[config.mk]
export PLATFORM = sky130hd
export DESIGN_NAME = bfa_word_scan
export DESIGN_NICKNAME = d
export VERILOG_FILES = /design/src/rtl/core/bfa_pkg.sv /design/src/rtl/core/bfa_word_scan.sv
export SDC_FILE = /design/constraint.sdc
export NUM_CORES = 1
export LEC_CHECK = 0
export ABC_AREA = 0
export BUFFER_PORTS_ARGS = -buffer_cell sky130_fd_sc_hd__buf_2
export CAP_MARGIN = 20
export CORE_MARGIN = 2
export CORE_UTILIZATION = 34
export DETAILED_ROUTE_END_ITERATION = 8
export GPL_TIMING_DRIVEN = 0
export PLACE_DENSITY = 0.84
export SYNTH_ARGS = -nofsm -noshare
export SYNTH_HDL_FRONTEND = slang
export SYNTH_SLANG_ARGS = --single-unit
[constraint.sdc]
create_clock -name vclk -period 1.3
set_clock_uncertainty 0.1 [all_clocks]
set_input_delay 0.065 -clock vclk [all_inputs]
set_output_delay 0.065 -clock vclk [all_outputs]
set_load 0.01 [all_outputs]
[src/rtl/core/bfa_pkg.sv]
// ----------------------------------------------------------------------------
// bfa_pkg
// shared types and codes for the bitmap first-fit allocator
// ----------------------------------------------------------------------------
package bfa_pkg;

  // bitmap memory word geometry
  localparam int WORD_BITS = 32;
  localparam int BIT_W     = $clog2(WORD_BITS);

  // fixed field widths on the ports
  localparam int FIELD_W  = 14;
  localparam int OP_W     = 2;
  localparam int STATUS_W = 2;

  // default bitmap size and limit register reset
  localparam int                 DEF_MAP_ENTRIES = 8192;
  localparam logic [FIELD_W-1:0] LIMIT_RESET     = 14'd8192;

  // request codes
  localparam logic [OP_W-1:0] OP_ALLOC   = 2'd0;
  localparam logic [OP_W-1:0] OP_FREE    = 2'd1;
  localparam logic [OP_W-1:0] OP_RESERVE = 2'd2;

  // status codes
  localparam logic [STATUS_W-1:0] ST_OK    = 2'd0;
  localparam logic [STATUS_W-1:0] ST_FULL  = 2'd1;
  localparam logic [STATUS_W-1:0] ST_RANGE = 2'd2;

  typedef logic [WORD_BITS-1:0] word_t;

  // result of searching one bitmap word
  typedef struct packed {
    logic             found;
    logic [BIT_W-1:0] bit_idx;
  } scan_res_t;

endpackage

[src/rtl/core/bfa_word_scan.sv]
// ----------------------------------------------------------------------------
// bfa_word_scan
// finds the lowest clear bit of a bitmap word among the bits allowed by a mask
// ----------------------------------------------------------------------------
module bfa_word_scan
  import bfa_pkg::*;
(
  input  word_t     map_word,
  input  word_t     valid_mask,
  output scan_res_t res
);

  word_t free_bits;

  assign free_bits = ~map_word & valid_mask;

  // scan high to low so the lowest free bit wins
  always_comb begin
    res.found   = 1'b0;
    res.bit_idx = '0;
    for (int i = WORD_BITS - 1; i >= 0; i--) begin
      if (free_bits[i]) begin
        res.found   = 1'b1;
        res.bit_idx = BIT_W'(i);
      end
    end
  end

endmodule

### Word-level counts from Yosys, hierarchy flattened

Cells that the tools add are included.

| word-level totals | value |
|---|---|
| register bits after elaboration | 0 |
| input port bits | 64 |
| output and inout port bits | 6 |
| logic and storage cells | 34 |

| operators by class | value |
|---|---|
| muxes and demuxes | 32 |
| bitwise operators | 2 |

Operators by type and width:

| kind | number |
|---|---|
| 2-to-1 mux 6 bit | 32 |
| bitwise AND 32 bit | 1 |
| inverter 32 bit | 1 |

### Logic depth before layout (Yosys ltp)

| depth | value |
|---|---|
| depth in word-level cells | 34 |
| gate-level depth with buffers | 5 |
| mapped depth without buffers | 5 |

### Worst setup path before layout

No wires, ideal clock.

| path | value |
|---|---|
| path type | input to output |
| from | input valid_mask[16] |
| to | output res[2] (netlist name) |
| arrival time | 1.319 ns |
| required time | 1.135 ns |
| slack | -0.184 ns |
| stages on the path | 5 |
| buffers on the path | 0 |
| cell sequence | nor2b_1 -> or4_4 -> a21oi_2 -> o31ai_1 -> a311oi_1 |

RTL lines:

| element | RTL line | source |
|---|---|---|
| start: declaration | bfa_word_scan.sv:9 | `input word_t valid_mask,` |
| end: declaration | bfa_word_scan.sv:10 | `output scan_res_t res` |

==> results.sh <==
export IMPL_grt_setup_unrepaired="yes"
export IMPL_leakage_nw=0.642
export IMPL_drc=0
export IMPL_mostFrequentLayoutCell="buf_2"
export IMPL_crit_required_ns=1.13
export IMPL_end_kind="output pin"
export IMPL_die_h_um=48.2
export IMPL_netlist_area_um2=664
export IMPL_antenna_cells=0
export IMPL_setup_ws_ns=-0.301
export IMPL_final_cell_mix="buf_2 (63), nand2b_1 (14), buf_6 (11), nor2b_1 (9), nor2_1 (8)"
export IMPL_dp_hpwl_um=1940
export IMPL_initial_utilization=0.373
export IMPL_synth_area_per_cell_um2=6.33
export IMPL_p_per_area_mw_per_mm2=335
export IMPL_ir_drop_v=0.000169
export IMPL_gp_congestion=0.764
export IMPL_antenna_left=0
export IMPL_synth_cells=105
export IMPL_yosys_area_top_type="nor2b_1"
export IMPL_die_area_mm2=0.00232
export IMPL_antenna_found_initial=0
export IMPL_grt_pass1_wl_um=3340
export IMPL_grt_pass1_vias=921
export IMPL_yosysUniqueCellTypes=37
export IMPL_first_iter_violations=16
export IMPL_avgViaCountPerCell=5.27
export IMPL_register_area_um2=0
export IMPL_rows=15
export IMPL_min_period_ns=1.60
export IMPL_syn_nets=169
export IMPL_port_buffers=70
export IMPL_synthTopCellsByArea="nor2b_1 (17%), nand2b_1 (14%), a21oi_1 (6.8%), nor2_1 (5.6%), nand4bb_4 (4.1%)"
export IMPL_cap_violations=0
export IMPL_ys_seq_area_frac=0
export IMPL_post_route_period_util=1.23
export IMPL_place_inst=200
export IMPL_cp_startpoint="valid_mask[18]"
export IMPL_status="finished with violations"
export IMPL_critical_path_startpoint_type="input pin"
export IMPL_worstSetupEndpoint="res[2]"
export IMPL_post_route_cells_drive_above_1_share=0.617
export IMPL_total_power_mw=0.446
export IMPL_max_slew_worst_pin_slew_ns=0.388
export IMPL_dieWidth_um=48.2
export IMPL_critPathArrivalTime_ns=1.44
export IMPL_overflow=0
export IMPL_yosysTopAreaCellShare=0.169
export IMPL_relSlewSlack=0.739
export IMPL_critPathMaxFanout=2
export IMPL_critPathKind="in2out"
export IMPL_nClkBuffers=0
export IMPL_tns_ns=-1.13
export IMPL_violations="setup timing"
export IMPL_place_ws_ns=-0.376
export IMPL_firstDrtPassIters=4
export IMPL_dpl_instance_area_mm2=0.00105
export IMPL_post_drt_wl_per_cell_um=13.1
export IMPL_core_mm2=0.00178
export IMPL_hold_class="in2out"
export IMPL_ios=70
export IMPL_setup_viol=5
export IMPL_timing_hold_ws_ns=0.487
export IMPL_routed_wl_um=2720
export IMPL_final_util=0.748
export IMPL_fin_cells=208
export IMPL_seq_cells=0
export IMPL_yosys_warnings=0
export IMPL_track_usage=0.194
export IMPL_syn_to_final_growth_pct=101
export IMPL_nNetsFinal=249
export IMPL_design_area_mm2=0.00133
export IMPL_vias=1097
export IMPL_n_fill_cell=128
export IMPL_final_hold_viol_count=0
export IMPL_grt_max_degree=6
export IMPL_drv_slew=0
export IMPL_timing_fmax_mhz=625
cell families (layout without fill, tap and decap cells):
group / count (synthesis) / in the layout / share of synthesized area
AOI/OAI and AO/OA: 26 / 26 / 0.256
buffers and inverters: 2 / 80 / 0.0113
and+or+nand+nor: 77 / 77 / 0.733
layer usage:
layer  share of wire  global-route usage  up-vias
li1                -                   -      538
met1            0.37               0.215      513
met2            0.57               0.413       42
met3           0.048                   0        4
met4           0.018              0.0162        0
met5               0                   0        -
what timing repair did:
action | CTS | global route
resized for setup | 29 | 21
endpoints found under the hold margin | 0 | 0
endpoints found under the setup margin | 6 | 6
buffers inserted | 7 | 1
cloned | 0 | 0
pin swaps | 10 | 11
hold buffers | 0 | 0
final cells by class:
type	count	area [µm²]	area share
Timing Repair Buffer	78	469	0.352
Inverter	2	7.51	0.00563
Tap cell	25	31.3	0.0235
Multi-Input combinational cell	103	826	0.619
worst min path at each step:
stage	from	endpoint	slack (ns)	cells past startpoint
floorplan	valid_mask[0]	res[2]	0.23	3
global placement	valid_mask[0]	res[2]	0.46	5
detailed placement	valid_mask[2]	res[2]	0.47	5
CTS	valid_mask[2]	res[2]	0.48	5
global route	valid_mask[1]	res[2]	0.51	5
finish	valid_mask[2]	res[2]	0.49	5
critical path: stages:
cell      delay, ns
buf_6          0.09
nor2b_4        0.11
or4_4          0.54
a21oi_2        0.15
o31ai_2        0.09
a311oi_2       0.21
buf_2          0.17
cells in the mapped netlist:
master      n
a21oi_2     1
a21oi_1     9
o21ai_1     1
or2b_2      1
o211ai_1    1
nand4bb_4   1
nor2_1     10
nor2b_2     1
nand2_1     7
or2_2       1
nor2b_1    18
a31oi_1     1
o31ai_1     1
a22o_1      1
nand4_1     3
o311ai_0    1
o211a_1     1
inv_1       2
nand2b_2    1
nor3b_1     1
and2b_1     3
and2b_4     1
nor2b_4     1
nand3b_1    1
or4_1       1
nor4_1      3
o22ai_1     1
or4_4       1
and2_1      1
a311oi_1    1
or3_1       1
nor3_1      4
a211oi_1    2
nand2b_1   15
or2_0       1
o2111ai_1   2
o21ai_0     3
where the power goes:
part	leakage [nW]	internal [mW]	total, mW	switching (mW)
Clock	0	0	0	0
Combinational	0.642	0.245	0.446	0.201
Sequential	0	0	0	0
Power figures use the tool's default switching activity.
